[config.mk]
export PLATFORM = sky130hd
export DESIGN_NAME = diag_bus_responder_core_flat
export DESIGN_NICKNAME = d
export VERILOG_FILES = /design/src/rtl/dbr_pkg.sv /design/src/rtl/dbr_if.sv /design/src/rtl/dbr_ram.sv /design/src/rtl/dbr_ctrl.sv /design/src/rtl/dbr_dp.sv /design/src/rtl/diag_bus_responder_core.sv /design/src/flat_wrapper.sv
export SDC_FILE = /design/constraint.sdc
export NUM_CORES = 2
export LEC_CHECK = 0
export ABC_AREA = 1
export BUFFER_PORTS_ARGS = -buffer_cell sky130_fd_sc_hd__clkbuf_2
export CAP_MARGIN = 20
export CORE_UTILIZATION = 66
export CTS_BUF_LIST = sky130_fd_sc_hd__clkbuf_8
export DETAILED_ROUTE_END_ITERATION = 10
export PLACE_DENSITY = 0.79
export SYNTH_ARGS = -nofsm -noshare
export SYNTH_HDL_FRONTEND = slang
export SYNTH_SLANG_ARGS = --single-unit
[constraint.sdc]
create_clock -name clk_i -period 10.42 [get_ports clk_i]
set_input_delay 1.042 -clock clk_i [delete_from_list [all_inputs] [get_ports clk_i]]
set_output_delay 1.042 -clock clk_i [all_outputs]
set_load 0.01 [all_outputs]
[src/rtl/dbr_pkg.sv]
`default_nettype none

package dbr_pkg;

  localparam int unsigned RamDepth  = 256;
  localparam int unsigned RamAw     = $clog2(RamDepth);
  localparam int unsigned DataW     = 8;
  localparam int unsigned BoardW    = 5;
  localparam int unsigned CfgIdxW   = 2;
  localparam int unsigned MaxUpload = 62;
  localparam int unsigned CntW      = $clog2(MaxUpload + 1);

  localparam logic [DataW-1:0] UpHeader     = 8'h02;
  localparam logic [RamAw-1:0] UpHeaderAddr = 8'h11;
  localparam logic [RamAw-1:0] DnBase       = 8'h10;

  typedef enum logic [CfgIdxW-1:0] {
    CFG_BOARD_ADDR = 2'd0,
    CFG_RESPONSE   = 2'd1,
    CFG_RESET_CODE = 2'd2,
    CFG_TIMEOUT    = 2'd3
  } cfg_idx_e;

  typedef enum logic [3:0] {
    CMD_STATUS   = 4'h0,
    CMD_UPLOAD   = 4'h2,
    CMD_RESET    = 4'h8,
    CMD_DOWNLOAD = 4'ha
  } cmd_e;

  typedef enum logic [3:0] {
    ST_CLEAR,
    ST_IDLE,
    ST_UP_PTR,
    ST_UP_CNT,
    ST_UP_HDR,
    ST_UP_RD,
    ST_UP_DATA,
    ST_UP_SUM,
    ST_DN_CNT,
    ST_DN_DATA,
    ST_DN_CSUM,
    ST_DN_ERR,
    ST_STATUS
  } ctrl_state_e;

  typedef enum logic [2:0] {
    OUT_STATUS,
    OUT_HDR,
    OUT_DATA,
    OUT_SUM,
    OUT_ERR
  } out_sel_e;

  typedef struct packed {
    logic     clr_step;
    logic     take_ptr;
    logic     take_ucnt;
    logic     take_dcnt;
    logic     take_ddata;
    logic     set_pending;
    logic     hdr_wr;
    logic     rd_issue;
    logic     out_load;
    out_sel_e out_sel;
  } ctrl_cmd_t;

  typedef struct packed {
    logic       clr_done;
    logic       addr_match;
    logic [3:0] cmd;
    logic       in_zero;
    logic       rem_one;
    logic       csum_ok;
    logic       cnt_zero;
    logic       cnt_one;
    logic       out_free;
  } dp_status_t;

endpackage

`default_nettype wire

[src/rtl/dbr_if.sv]
`default_nettype none

// bus word channel
interface dbr_in_if;
  logic       valid;
  logic       ready;
  logic       marker;
  logic [7:0] bus_byte;

  modport source (output valid, output marker, output bus_byte, input ready);
  modport sink (input valid, input marker, input bus_byte, output ready);
endinterface

// reply byte channel
interface dbr_out_if;
  logic       valid;
  logic       ready;
  logic [7:0] tx_byte;
  logic       last;
  logic       checksum_error;

  modport source (output valid, output tx_byte, output last, output checksum_error,
                  input ready);
  modport sink (input valid, input tx_byte, input last, input checksum_error,
                output ready);
endinterface

`default_nettype wire

[src/rtl/dbr_ram.sv]
`default_nettype none

module dbr_ram #(
  parameter int unsigned Width = 8,
  parameter int unsigned Depth = 256
) (
  input  wire logic                     clk_i,
  input  wire logic                     we_i,
  input  wire logic [$clog2(Depth)-1:0] waddr_i,
  input  wire logic [Width-1:0]         wdata_i,
  input  wire logic                     re_i,
  input  wire logic [$clog2(Depth)-1:0] raddr_i,
  output logic      [Width-1:0]         rdata_o
);

  logic [Width-1:0] mem_q [Depth];
  logic [Width-1:0] rdata_q;

  always_ff @(posedge clk_i) begin
    if (we_i) begin
      mem_q[waddr_i] <= wdata_i;
    end
    if (re_i) begin
      rdata_q <= mem_q[raddr_i];
    end
  end

  assign rdata_o = rdata_q;

endmodule

`default_nettype wire

[src/rtl/dbr_ctrl.sv]
`default_nettype none

module dbr_ctrl
  import dbr_pkg::*;
(
  input  wire logic       clk_i,
  input  wire logic       rst_ni,
  input  wire logic       in_valid_i,
  input  wire dp_status_t status_i,
  output logic            in_ready_o,
  output ctrl_cmd_t       cmd_o
);

  ctrl_state_e state_q, state_d;

  always_ff @(posedge clk_i or negedge rst_ni) begin
    if (!rst_ni) begin
      state_q <= ST_CLEAR;
    end else begin
      state_q <= state_d;
    end
  end

  always_comb begin
    state_d    = state_q;
    in_ready_o = 1'b0;
    cmd_o      = '0;
    cmd_o.out_sel = OUT_STATUS;
    case (state_q)
      ST_CLEAR: begin
        cmd_o.clr_step = 1'b1;
        if (status_i.clr_done) begin
          state_d = ST_IDLE;
        end
      end
      ST_IDLE: begin
        in_ready_o = 1'b1;
        if (in_valid_i && status_i.addr_match) begin
          if (status_i.cmd == CMD_STATUS) begin
            state_d = ST_STATUS;
          end else if (status_i.cmd == CMD_UPLOAD) begin
            state_d = ST_UP_PTR;
          end else if (status_i.cmd == CMD_RESET) begin
            cmd_o.set_pending = 1'b1;
          end else if (status_i.cmd == CMD_DOWNLOAD) begin
            state_d = ST_DN_CNT;
          end
        end
      end
      ST_UP_PTR: begin
        in_ready_o = 1'b1;
        if (in_valid_i) begin
          cmd_o.take_ptr = 1'b1;
          state_d = ST_UP_CNT;
        end
      end
      ST_UP_CNT: begin
        in_ready_o = 1'b1;
        if (in_valid_i) begin
          cmd_o.take_ucnt = 1'b1;
          state_d = ST_UP_HDR;
        end
      end
      ST_UP_HDR: begin
        cmd_o.hdr_wr  = 1'b1;
        cmd_o.out_sel = OUT_HDR;
        if (status_i.out_free) begin
          cmd_o.out_load = 1'b1;
          state_d = status_i.cnt_zero ? ST_UP_SUM : ST_UP_RD;
        end
      end
      ST_UP_RD: begin
        cmd_o.rd_issue = 1'b1;
        state_d = ST_UP_DATA;
      end
      ST_UP_DATA: begin
        cmd_o.out_sel = OUT_DATA;
        if (status_i.out_free) begin
          cmd_o.out_load = 1'b1;
          state_d = status_i.cnt_one ? ST_UP_SUM : ST_UP_RD;
        end
      end
      ST_UP_SUM: begin
        cmd_o.out_sel = OUT_SUM;
        if (status_i.out_free) begin
          cmd_o.out_load = 1'b1;
          state_d = ST_IDLE;
        end
      end
      ST_DN_CNT: begin
        in_ready_o = 1'b1;
        if (in_valid_i) begin
          cmd_o.take_dcnt = 1'b1;
          state_d = status_i.in_zero ? ST_DN_CSUM : ST_DN_DATA;
        end
      end
      ST_DN_DATA: begin
        in_ready_o = 1'b1;
        if (in_valid_i) begin
          cmd_o.take_ddata = 1'b1;
          state_d = status_i.rem_one ? ST_DN_CSUM : ST_DN_DATA;
        end
      end
      ST_DN_CSUM: begin
        in_ready_o = 1'b1;
        if (in_valid_i) begin
          state_d = status_i.csum_ok ? ST_IDLE : ST_DN_ERR;
        end
      end
      ST_DN_ERR: begin
        cmd_o.out_sel = OUT_ERR;
        if (status_i.out_free) begin
          cmd_o.out_load = 1'b1;
          state_d = ST_IDLE;
        end
      end
      ST_STATUS: begin
        cmd_o.out_sel = OUT_STATUS;
        if (status_i.out_free) begin
          cmd_o.out_load = 1'b1;
          state_d = ST_IDLE;
        end
      end
      default: begin
        state_d = ST_IDLE;
      end
    endcase
  end

endmodule

`default_nettype wire

[src/rtl/dbr_dp.sv]
`default_nettype none

module dbr_dp
  import dbr_pkg::*;
(
  input  wire logic               clk_i,
  input  wire logic               rst_ni,
  input  wire logic               cfg_we_i,
  input  wire logic [CfgIdxW-1:0] cfg_idx_i,
  input  wire logic [DataW-1:0]   cfg_data_i,
  input  wire logic               in_marker_i,
  input  wire logic [DataW-1:0]   in_byte_i,
  input  wire logic               out_ready_i,
  input  wire ctrl_cmd_t          cmd_i,
  output dp_status_t              status_o,
  output logic                    out_valid_o,
  output logic      [DataW-1:0]   out_tx_byte_o,
  output logic                    out_last_o,
  output logic                    out_err_o
);

  logic [BoardW-1:0] board_q;
  logic [DataW-1:0]  resp_q, rst_code_q, tmo_q;
  logic [DataW-1:0]  pending_q, sum_q, rem_q;
  logic [RamAw-1:0]  ptr_q, clr_q;
  logic [CntW-1:0]   cnt_q, cnt_sat;
  logic              out_valid_q;
  logic [DataW-1:0]  tx_q, tx_d;
  logic              last_q, last_d, err_q, err_d;

  logic              ram_we;
  logic [RamAw-1:0]  ram_waddr;
  logic [DataW-1:0]  ram_wdata, ram_rdata, status_byte;

  // scratch memory, written by clearing, upload header and download data
  assign ram_we    = cmd_i.clr_step | cmd_i.hdr_wr | cmd_i.take_ddata;
  assign ram_waddr = cmd_i.clr_step ? clr_q : (cmd_i.hdr_wr ? UpHeaderAddr : ptr_q);
  assign ram_wdata = cmd_i.clr_step ? '0 : (cmd_i.hdr_wr ? UpHeader : in_byte_i);

  dbr_ram #(
    .Width (DataW),
    .Depth (RamDepth)
  ) u_ram (
    .clk_i   (clk_i),
    .we_i    (ram_we),
    .waddr_i (ram_waddr),
    .wdata_i (ram_wdata),
    .re_i    (cmd_i.rd_issue),
    .raddr_i (ptr_q),
    .rdata_o (ram_rdata)
  );

  assign cnt_sat = (in_byte_i > DataW'(MaxUpload)) ? CntW'(MaxUpload)
                                                   : in_byte_i[CntW-1:0];

  assign status_byte = ((pending_q != '0) && (resp_q != tmo_q)) ? pending_q : resp_q;

  always_comb begin
    tx_d   = status_byte;
    last_d = 1'b1;
    err_d  = 1'b0;
    case (cmd_i.out_sel)
      OUT_STATUS: begin
        tx_d = status_byte;
      end
      OUT_HDR: begin
        tx_d   = UpHeader;
        last_d = 1'b0;
      end
      OUT_DATA: begin
        tx_d   = ram_rdata;
        last_d = 1'b0;
      end
      OUT_SUM: begin
        tx_d = sum_q;
      end
      OUT_ERR: begin
        tx_d  = '0;
        err_d = 1'b1;
      end
      default: begin
        tx_d = status_byte;
      end
    endcase
  end

  always_ff @(posedge clk_i or negedge rst_ni) begin
    if (!rst_ni) begin
      board_q     <= '0;
      resp_q      <= '0;
      rst_code_q  <= 8'h01;
      tmo_q       <= 8'h02;
      pending_q   <= '0;
      sum_q       <= '0;
      rem_q       <= '0;
      ptr_q       <= '0;
      clr_q       <= '0;
      cnt_q       <= '0;
      out_valid_q <= 1'b0;
    end else begin
      if (cfg_we_i) begin
        case (cfg_idx_i)
          CFG_BOARD_ADDR: board_q    <= cfg_data_i[BoardW-1:0];
          CFG_RESPONSE:   resp_q     <= cfg_data_i;
          CFG_RESET_CODE: rst_code_q <= cfg_data_i;
          CFG_TIMEOUT:    tmo_q      <= cfg_data_i;
          default:        board_q    <= board_q;
        endcase
      end
      if (cmd_i.clr_step) begin
        clr_q <= clr_q + 1'b1;
      end
      if (cmd_i.set_pending) begin
        pending_q <= rst_code_q;
      end else if (cmd_i.out_load && cmd_i.out_sel == OUT_STATUS) begin
        pending_q <= '0;
      end
      if (cmd_i.take_ptr) begin
        ptr_q <= in_byte_i;
      end else if (cmd_i.take_dcnt) begin
        ptr_q <= DnBase;
      end else if (cmd_i.take_ddata || (cmd_i.out_load && cmd_i.out_sel == OUT_DATA)) begin
        ptr_q <= ptr_q + 1'b1;
      end
      if (cmd_i.take_dcnt) begin
        rem_q <= in_byte_i;
      end else if (cmd_i.take_ddata) begin
        rem_q <= rem_q - 1'b1;
      end
      if (cmd_i.take_dcnt) begin
        sum_q <= in_byte_i;
      end else if (cmd_i.take_ddata) begin
        sum_q <= sum_q + in_byte_i;
      end else if (cmd_i.out_load && cmd_i.out_sel == OUT_HDR) begin
        sum_q <= UpHeader;
      end else if (cmd_i.out_load && cmd_i.out_sel == OUT_DATA) begin
        sum_q <= sum_q + ram_rdata;
      end
      if (cmd_i.take_ucnt) begin
        cnt_q <= cnt_sat;
      end else if (cmd_i.out_load && cmd_i.out_sel == OUT_DATA) begin
        cnt_q <= cnt_q - 1'b1;
      end
      if (cmd_i.out_load) begin
        out_valid_q <= 1'b1;
      end else if (out_ready_i) begin
        out_valid_q <= 1'b0;
      end
    end
  end

  // output payload, no reset needed
  always_ff @(posedge clk_i) begin
    if (cmd_i.out_load) begin
      tx_q   <= tx_d;
      last_q <= last_d;
      err_q  <= err_d;
    end
  end

  assign status_o.clr_done   = (clr_q == RamAw'(RamDepth - 1));
  assign status_o.addr_match = in_marker_i && (in_byte_i[BoardW-1:0] == board_q);
  assign status_o.cmd        = in_byte_i[DataW-1:DataW-4];
  assign status_o.in_zero    = (in_byte_i == '0);
  assign status_o.rem_one    = (rem_q == 8'd1);
  assign status_o.csum_ok    = (in_byte_i == sum_q);
  assign status_o.cnt_zero   = (cnt_q == '0);
  assign status_o.cnt_one    = (cnt_q == CntW'(1));
  assign status_o.out_free   = !out_valid_q || out_ready_i;

  assign out_valid_o   = out_valid_q;
  assign out_tx_byte_o = tx_q;
  assign out_last_o    = last_q;
  assign out_err_o     = err_q;

endmodule

`default_nettype wire

[src/rtl/diag_bus_responder_core.sv]
// a status or checksum error reply passes its reply state, then the output register,
// after its word is accepted; one bus word per cycle is taken in waiting phases;
// an upload of n bytes streams n + 2 beats, a read state and a data state per data
// byte, set by the registered ram read port
// reset: asynchronous, active low; then a clearing pass over every scratch ram
// address holds ready low (configuration writes are still taken)
`default_nettype none

module diag_bus_responder_core
  import dbr_pkg::*;
(
  input  wire logic               clk_i,
  input  wire logic               rst_ni,
  // configuration write port
  input  wire logic               cfg_we_i,
  input  wire logic [CfgIdxW-1:0] cfg_idx_i,
  input  wire logic [DataW-1:0]   cfg_data_i,
  // bus words in, reply beats out
  dbr_in_if.sink                  in_ch,
  dbr_out_if.source               out_ch
);

  // command and status between controller and datapath
  ctrl_cmd_t  ctrl_cmd;
  dp_status_t dp_status;
  logic       in_ready;

  // controller: walks the command phases, sequences the upload stream and
  // the power-up clearing pass
  dbr_ctrl u_ctrl (
    .clk_i      (clk_i),
    .rst_ni     (rst_ni),
    .in_valid_i (in_ch.valid),
    .status_i   (dp_status),
    .in_ready_o (in_ready),
    .cmd_o      (ctrl_cmd)
  );

  // datapath: configuration, pointer, counters, running sum, scratch ram and
  // the output register that decouples the reply side
  dbr_dp u_dp (
    .clk_i         (clk_i),
    .rst_ni        (rst_ni),
    .cfg_we_i      (cfg_we_i),
    .cfg_idx_i     (cfg_idx_i),
    .cfg_data_i    (cfg_data_i),
    .in_marker_i   (in_ch.marker),
    .in_byte_i     (in_ch.bus_byte),
    .out_ready_i   (out_ch.ready),
    .cmd_i         (ctrl_cmd),
    .status_o      (dp_status),
    .out_valid_o   (out_ch.valid),
    .out_tx_byte_o (out_ch.tx_byte),
    .out_last_o    (out_ch.last),
    .out_err_o     (out_ch.checksum_error)
  );

  // words are taken in any waiting phase, even while a reply beat is unclaimed
  assign in_ch.ready = in_ready;

endmodule

`default_nettype wire

[src/flat_wrapper.sv]
// flat-port wrapper written by rule: the top's interface ports become plain ports
module diag_bus_responder_core_flat import dbr_pkg::*;
  (clk_i, rst_ni, cfg_we_i, cfg_idx_i, cfg_data_i, in_ch_valid, in_ch_marker, in_ch_bus_byte, in_ch_ready, out_ch_valid, out_ch_tx_byte, out_ch_last, out_ch_checksum_error, out_ch_ready);
  dbr_in_if in_ch_i ();
  dbr_out_if out_ch_i ();
  input  wire logic clk_i;
  input  wire logic rst_ni;
  input  wire logic cfg_we_i;
  input  wire logic [CfgIdxW-1:0] cfg_idx_i;
  input  wire logic [DataW-1:0] cfg_data_i;
  input wire logic [$bits(in_ch_i.valid)-1:0] in_ch_valid;
  input wire logic [$bits(in_ch_i.marker)-1:0] in_ch_marker;
  input wire logic [$bits(in_ch_i.bus_byte)-1:0] in_ch_bus_byte;
  output wire logic [$bits(in_ch_i.ready)-1:0] in_ch_ready;
  output wire logic [$bits(out_ch_i.valid)-1:0] out_ch_valid;
  output wire logic [$bits(out_ch_i.tx_byte)-1:0] out_ch_tx_byte;
  output wire logic [$bits(out_ch_i.last)-1:0] out_ch_last;
  output wire logic [$bits(out_ch_i.checksum_error)-1:0] out_ch_checksum_error;
  input wire logic [$bits(out_ch_i.ready)-1:0] out_ch_ready;
  assign in_ch_i.valid = in_ch_valid;
  assign in_ch_i.marker = in_ch_marker;
  assign in_ch_i.bus_byte = in_ch_bus_byte;
  assign in_ch_ready = in_ch_i.ready;
  assign out_ch_valid = out_ch_i.valid;
  assign out_ch_tx_byte = out_ch_i.tx_byte;
  assign out_ch_last = out_ch_i.last;
  assign out_ch_checksum_error = out_ch_i.checksum_error;
  assign out_ch_i.ready = out_ch_ready;
  diag_bus_responder_core u_core (.clk_i(clk_i), .rst_ni(rst_ni), .cfg_we_i(cfg_we_i), .cfg_idx_i(cfg_idx_i), .cfg_data_i(cfg_data_i), .in_ch(in_ch_i), .out_ch(out_ch_i));
endmodule
Word level (Yosys, flattened, before mapping)
Memory sizes are Yosys's and may differ from the RTL's. A register that Yosys moved wholly into a read port is not among the register bits.
Index checks and enable logic that the tools add are counted.
{ "word_totals": {"reg_bits": 90, "mem_bits_rw": 2048, "input_bits": 24, "output_inout_bits": 12, "elab_cells": 157, "mem_count": 1} }
{ "mem_list": {"columns": ["memory", "depth", "word_bits", "rd", "rd_clocked_by_memory_dff", "write_ports", "line", "text"], "rows": [
  ["u_core.u_dp.u_ram.mem_q", 256, 8, 1, 1, 1, "dbr_ram.sv:16", "logic [Width-1:0] mem_q [Depth];"]
]} }
{ "classes": {"add_sub_neg": 6, "magnitude_cmp": 1, "n_eq_ne": 40, "muxes": 62, "n_bitwise": 2, "reduce_logical": 30} }
{ "ops": {"columns": ["cell", "count"], "rows": [
  ["$mux W8", 16],
  ["$mux W4", 15],
  ["$pmux W4 S11", 1],
  ["$pmux W8 S4", 1],
  ["$eq A4 B4 Y1 const B", 7],
  ["$mux W1", 21],
  ["$pmux W4 S5", 1],
  ["$mux W6", 3],
  ["$add A8 B1 Y8 const B", 2],
  ["$add A8 B8 Y8", 2],
  ["$eq A4 B3 Y1 const B", 4],
  ["$eq A4 B2 Y1 const B", 3],
  ["$ne A2 B2 Y1 const B", 6],
  ["$reduce_and A12 Y1", 1],
  ["$eq A8 B1 Y1 const B", 1],
  ["$eq A8 B8 Y1", 1],
  ["$eq A8 B8 Y1 const B", 1],
  ["$gt A8 B6 Y1 const B", 1],
  ["$logic_not A4 Y1", 2],
  ["$logic_not A8 Y1", 1],
  ["$mux W2", 4],
  ["$ne A2 B1 Y1 const B", 4],
  ["$ne A4 B4 Y1 const B", 2],
  ["$ne A8 B8 Y1", 1],
  ["other kinds (25)", 40]
]} }

Longest topological paths before layout
{ "depth": {"word_depth": 10, "ltp_mapped": 20, "depth_no_buf": 15} }

Hierarchy
A second synthesis with hierarchy kept.
{ "unflattened": {"hier_cells": 7826, "hier_area_um2": 89499.6} }
{ "by_module_without_submodules": {"columns": ["mod", "n_inst", "cells_each", "area_per_inst_um2", "seq_area_each_um2"], "rows": [
  ["dbr_ram", 1, 7003, 83476.3, 61739.2],
  ["dbr_dp", 1, 691, 5340.1, 2204.6],
  ["dbr_ctrl", 1, 132, 683.2, 100.1]
]} }

Worst setup path before layout
No wires, ideal clock.
{ "synth_path": {"path_kind": "input -> register", "startpoint": "input in_ch_bus_byte[4]", "endpoint": "memory u_core.u_dp.u_ram.mem_q[0][4] (data pin)", "setup_time_ns": 1.394, "arrival_time_ns": 7.058, "required_time_ns": 9.026, "setup_slack_ns": 1.968, "path_stages": 2, "n_path_buf": 0, "cell_sequence": "inv_1 nor2_1"} }
{ "synth_via": {"elab_chain_cells": 2} }
{ "synth_lines": {"columns": ["item", "line", "text"], "rows": [
  ["from (decl)", "flat_wrapper.sv:13", "input wire logic [$bits(in_ch_i.bus_byte)-1:0] in_ch_bus_byte;"],
  ["$mux W8 (2 in a row)", "dbr_dp.sv:38", "assign ram_wdata = cmd_i.clr_step ? '0 : (cmd_i.hdr_wr ? UpHeader : in_byte_i);"],
  ["named net u_core.u_dp.ram_wdata[4]", "dbr_dp.sv:33", "logic [DataW-1:0] ram_wdata, ram_rdata, status_byte;"],
  ["to (decl)", "dbr_ram.sv:16", null]
]} }
The timed path passes the listed nets, and every way through them passes these cells.

==> results.md <==
- The flow ran to the end, and the final reports show no timing, DRC or antenna violations.
- The non-filler instance count after layout is 10.5k.
- The starting density of the core is 0.665.
- The worst-case register-to-register setup slack is 5620 ps.
- The number of nets in the synthesized netlist is 8475.
- The via count of the first global-routing pass came to 61.6k.
- The area added between synthesis and finish is 7.83%.
- TritonCTS built the clock tree.
- The critical path goes through inv_8 -> buf_12 -> buf_4 -> nand2_1 -> nand2_1 -> nand2_1 -> o21ai_1 -> nand2_1 -> nand2_1 -> inv_1 -> a21oi_1 -> nor2_1 -> nand2_1 -> nand3_1 -> nand2_1.
- The total count of max-transition violations in the final report was 0.
- After clock tree synthesis, the clock-pin slew on the worst setup and hold paths is 60 ps.
- The setup path with the least slack is of type reg2reg.
- The tightest hold path in the finished design has a slack of 265 ps.
- The max-slew headroom at the worst pin is 0.201.
- The setup slack after placement is 5780 ps.
- Setup repair after global routing left no endpoint under its margin.
- Counting the buffers created by CTS gives 345.
- The area fraction in compound gates after synthesis is 0.0605.
- The clock tree synthesis step divided the H-tree into 5 levels.
- STA classifies the critical path endpoint as a flip-flop.
- The final layout contains routed wiring with a total length of 246 mm.
- Setup violations remaining at the end of the flow were counted as 0.
- After global routing the overflow that remains totals 0.
- The height of the die is 374 µm.
- The number of detailed-route iterations in the first pass is 7.
- The part of the cycle the worst path needs is 0.461.
- The slew of the pin with the lowest slew margin is 1190 ps.
- The region available for standard cell placement spans 137000 µm².
- In this run the worst path has a maximum fanout of 169.
- For the worst setup path, the data required time is 11320 ps.
- The HPWL after detailed placement is 139 mm.
- The adder-cell area share of the yosys netlist is 0.00332.
- Measured against the total synthesized area, the mux share comes to 0.
- The overall routing resource usage is 0.349.
- The number of maximum-capacitance constraint violations is 0.
- For this run, the leading register cell type out of synthesis is sky130_fd_sc_hd__edfxtp_1.
- The leakage power of the design is 37.2 nW.
- The number of nets in the final layout is 8479.
- STA classifies the critical path startpoint as a flip-flop.
- The type of the most critical hold path is in2reg.
- The detail route stage leaves a number of antenna-violating nets equal to 0.
- Along the worst hold path, the cell count comes to 3.
- The post-synthesis sequential element count is 2146.
- After layout, the worst setup slack is 5620 ps.
- Counting every sink on the clock net gives 2146.
- The detail-routed net length per standard cell is 23.4 µm.
- The largest single stage delay on the critical path is 800 ps.
- 36 I/O pins were placed.
- The number of vias in the routed layout is 64.1k.
- The power density of the placed cells is 268 nW/µm².
- IR analysis of the VDD net gives a maximum drop of 290 µV.
- Of the total synthesized cell area, the portion taken by AND, OR, NAND and NOR gates is 0.182.
- The hold violation count in the final report was 0.
- For the worst flop-to-flop path, the logic depth is 15.
- The count of buffers from port buffering is 35.
- Of the cells placed in the final design, the portion with a size suffix greater than 1 is 0.0696.
- The cell family contributing the most delay on the critical path is buffers and inverters.
- Synthesis produced 8428 cells.
- The maximum buffer depth of the clock tree is 4.
- The count of placed standard cells including taps is 9874.
- The sequential-to-total area share from yosys stat is 0.701.
- The first global-routing pass estimated 367 mm of wire.
- The weighted congestion at the end of routability-driven global placement is 0.954.
- Total power for the finished layout comes to 26.3 mW.
- The floorplan row count is 136.
- The endpoint of the worst hold-timing path is u_core.u_dp.resp_q[5].
- The number of warnings reported in the yosys synthesis log is 0.
- The detailed-route vias per instance is 6.12.
- The placed instances occupy a cell area of 92300 µm².
- The later pin in the worst-skew pair is clocked with a latency of 1080 ps.
- Static timing analysis puts the maximum clock frequency at 208 MHz.
- By area, the combinational part of the netlist is dominated by simple AND/OR/NAND/NOR gates.
- The arrival time at the worst endpoint is 5700 ps.
- For the final routed database, the setup TNS stands at 0 ps.
- Measured on the finished design, the core utilization comes to 0.717.
- The count of flip-flops with a built-in enable after synthesis is 2066.
- The fraction of synthesized cell area in xor and xnor cells is 0.00307.
- The post-route cell area is 98500 µm².
- The highest-delay cell along the critical path is sky130_fd_sc_hd__buf_4.
- In this run the most critical hold path is launched from cfg_data_i[5].
- The horizontal die dimension is 374 µm.
- The floorplan step defined a die boundary enclosing 140000 µm².
- The clock arrives with 67.3 ps of skew.
- The DRC violation count after routing is 0.
- A synthesized cell averages 10.8 µm².
- The most frequent cell on the critical path is sky130_fd_sc_hd__nand2_1.
- For the finished layout, the period the worst path requires is 4800 ps.
- The buffer and inverter count on the worst path is 4.
- The tree is rooted in a sky130_fd_sc_hd__clkbuf_8.
- Entering global routing, the biggest net connects 219 pins.
- The share of synthesized registers carrying an async set or reset is 0.0373.
- In this run the critical register-to-register path is captured at u_core.u_dp.u_ram.rdata_o[7].
- The number of violations reported at the end of detailed-routing iteration 0 is 10.3k.
- The number of antenna violations at the first check in global routing is 4.
- Summing every instance area after synthesis gives 91300 µm².
- The distinct cell type count after synthesis is 46.
- The source of the worst register-to-register timing path is u_core.u_dp.ptr_q[0].
==> how the worst max path moves through the flow <==
stage | from | end | slack, ps | cells past startpoint
global route | u_core.u_dp.ptr_q[0] | u_core.u_dp.u_ram.rdata_o[7] | 5510 | 16
detailed placement | u_core.u_dp.ptr_q[0] | u_core.u_dp.u_ram.rdata_o[7] | 5780 | 16
finish | u_core.u_dp.ptr_q[0] | u_core.u_dp.u_ram.rdata_o[7] | 5620 | 15
global placement | u_core.u_dp.ptr_q[0] | u_core.u_dp.u_ram.rdata_o[7] | 5780 | 16
floorplan | in_ch_bus_byte[4] | u_core.u_dp.u_ram.mem_q[0][4] | 1970 | 2
CTS | u_core.u_dp.ptr_q[0] | u_core.u_dp.u_ram.rdata_o[7] | 5770 | 16
==> logic make-up (layout without fill, tap and decap cells) <==
kind of cell    count (synthesis)  in the layout
flops                        2146           2146
xor+xnor                       32             32
other cells                     0             11
fa+ha+maj                      23             23
buf+inv                      1060           1315
compound gates               1007           1007
simple gates                 4160           4160
==> flip-flops by register name, indices dropped and copies added (netlist names) <==
| register | count |
|---|---|
| u_core.u_ctrl.state_q | 4 |
| u_core.u_dp.board_q | 5 |
| u_core.u_dp.clr_q | 8 |
| u_core.u_dp.cnt_q | 6 |
| u_core.u_dp.out_err_o | 1 |
| u_core.u_dp.out_last_o | 1 |
| u_core.u_dp.out_tx_byte_o | 8 |
| u_core.u_dp.out_valid_o | 1 |
| u_core.u_dp.pending_q | 8 |
| u_core.u_dp.ptr_q | 8 |
| u_core.u_dp.rem_q | 8 |
| u_core.u_dp.resp_q | 8 |
| u_core.u_dp.rst_code_q | 8 |
| u_core.u_dp.sum_q | 8 |
| u_core.u_dp.tmo_q | 8 |
| u_core.u_dp.u_ram.mem_q | 2048 |
| u_core.u_dp.u_ram.rdata_o | 8 |
==> cell usage in the layout, fill, tap and decap left out, types with 12 or more instances in the layout <==
cell and instances:
sky130_fd_sc_hd__a21oi_1 138, sky130_fd_sc_hd__a31oi_1 16, sky130_fd_sc_hd__buf_4 87, sky130_fd_sc_hd__clkbuf_2 34, sky130_fd_sc_hd__clkbuf_8 362, sky130_fd_sc_hd__clkinv_1 84, sky130_fd_sc_hd__clkinv_2 30, sky130_fd_sc_hd__dfrtp_1 75
sky130_fd_sc_hd__edfxtp_1 2066, sky130_fd_sc_hd__ha_1 21, sky130_fd_sc_hd__inv_1 681, sky130_fd_sc_hd__nand2_1 2079, sky130_fd_sc_hd__nand2_2 12, sky130_fd_sc_hd__nand3_1 632, sky130_fd_sc_hd__nor2_1 1373, sky130_fd_sc_hd__nor2_4 16
sky130_fd_sc_hd__nor3_1 13, sky130_fd_sc_hd__o211ai_1 104, sky130_fd_sc_hd__o21ai_0 626, sky130_fd_sc_hd__o21ai_1 70, sky130_fd_sc_hd__o22ai_1 18, sky130_fd_sc_hd__xor2_1 29
==> where the power goes <==
group | switching, mW | internal [mW]
logic | 7.01 | 2.23
registers | 0.218 | 10.3
clock network | 3.25 | 3.36
total | 10.5 | 15.9
==> final cells by class <==
type,instances,area [µm²]
timing repair buffer,132,1030
sequential,2146,64100
clock buffer,362,4980
inverter,585,2230
tap,1794,2240
clock inverter,236,1120
antenna,11,27.5
fill,9242,38800
multi-input combinational,5222,22800
==> worst register-to-register path, delay by kind of cell, from the launching register on <==
family          cells  cell delay, ps
simple gates        9            1270
buf+inv             4            2230
flops               1             570
compound gates      2             590
==> metal layers <==
metal	track usage	share of wire	vias up
met3	0.0865	0.13	707
met4	0.194	0.054	6
met5	0	0.00022	-
met1	0.465	0.36	30400
met2	0.529	0.46	4433
li1	-	-	28600
==> synthesized netlist by cell type (all sizes together) (24+ instances only) <==
library cell / count / area share
nand2: 2091 / 0.086
edfxtp: 2066 / 0.68
nor2: 1393 / 0.058
o21ai: 696 / 0.038
nand3: 635 / 0.035
inv: 578 / 0.024
buf: 308 / 0.019
clkbuf: 167 / 0.0069
a21oi: 138 / 0.0076
o211ai: 104 / 0.0085
dfrtp: 78 / 0.021
xor2: 29 / 0.0028
o22ai: 24 / 0.0024
==> timing repair <==
item,in CTS,in global routing
setup buffers,0,0
hold endpoints to repair,0,24
resized for setup,0,0
hold buffers,0,1
Power figures use the tool's default switching activity.
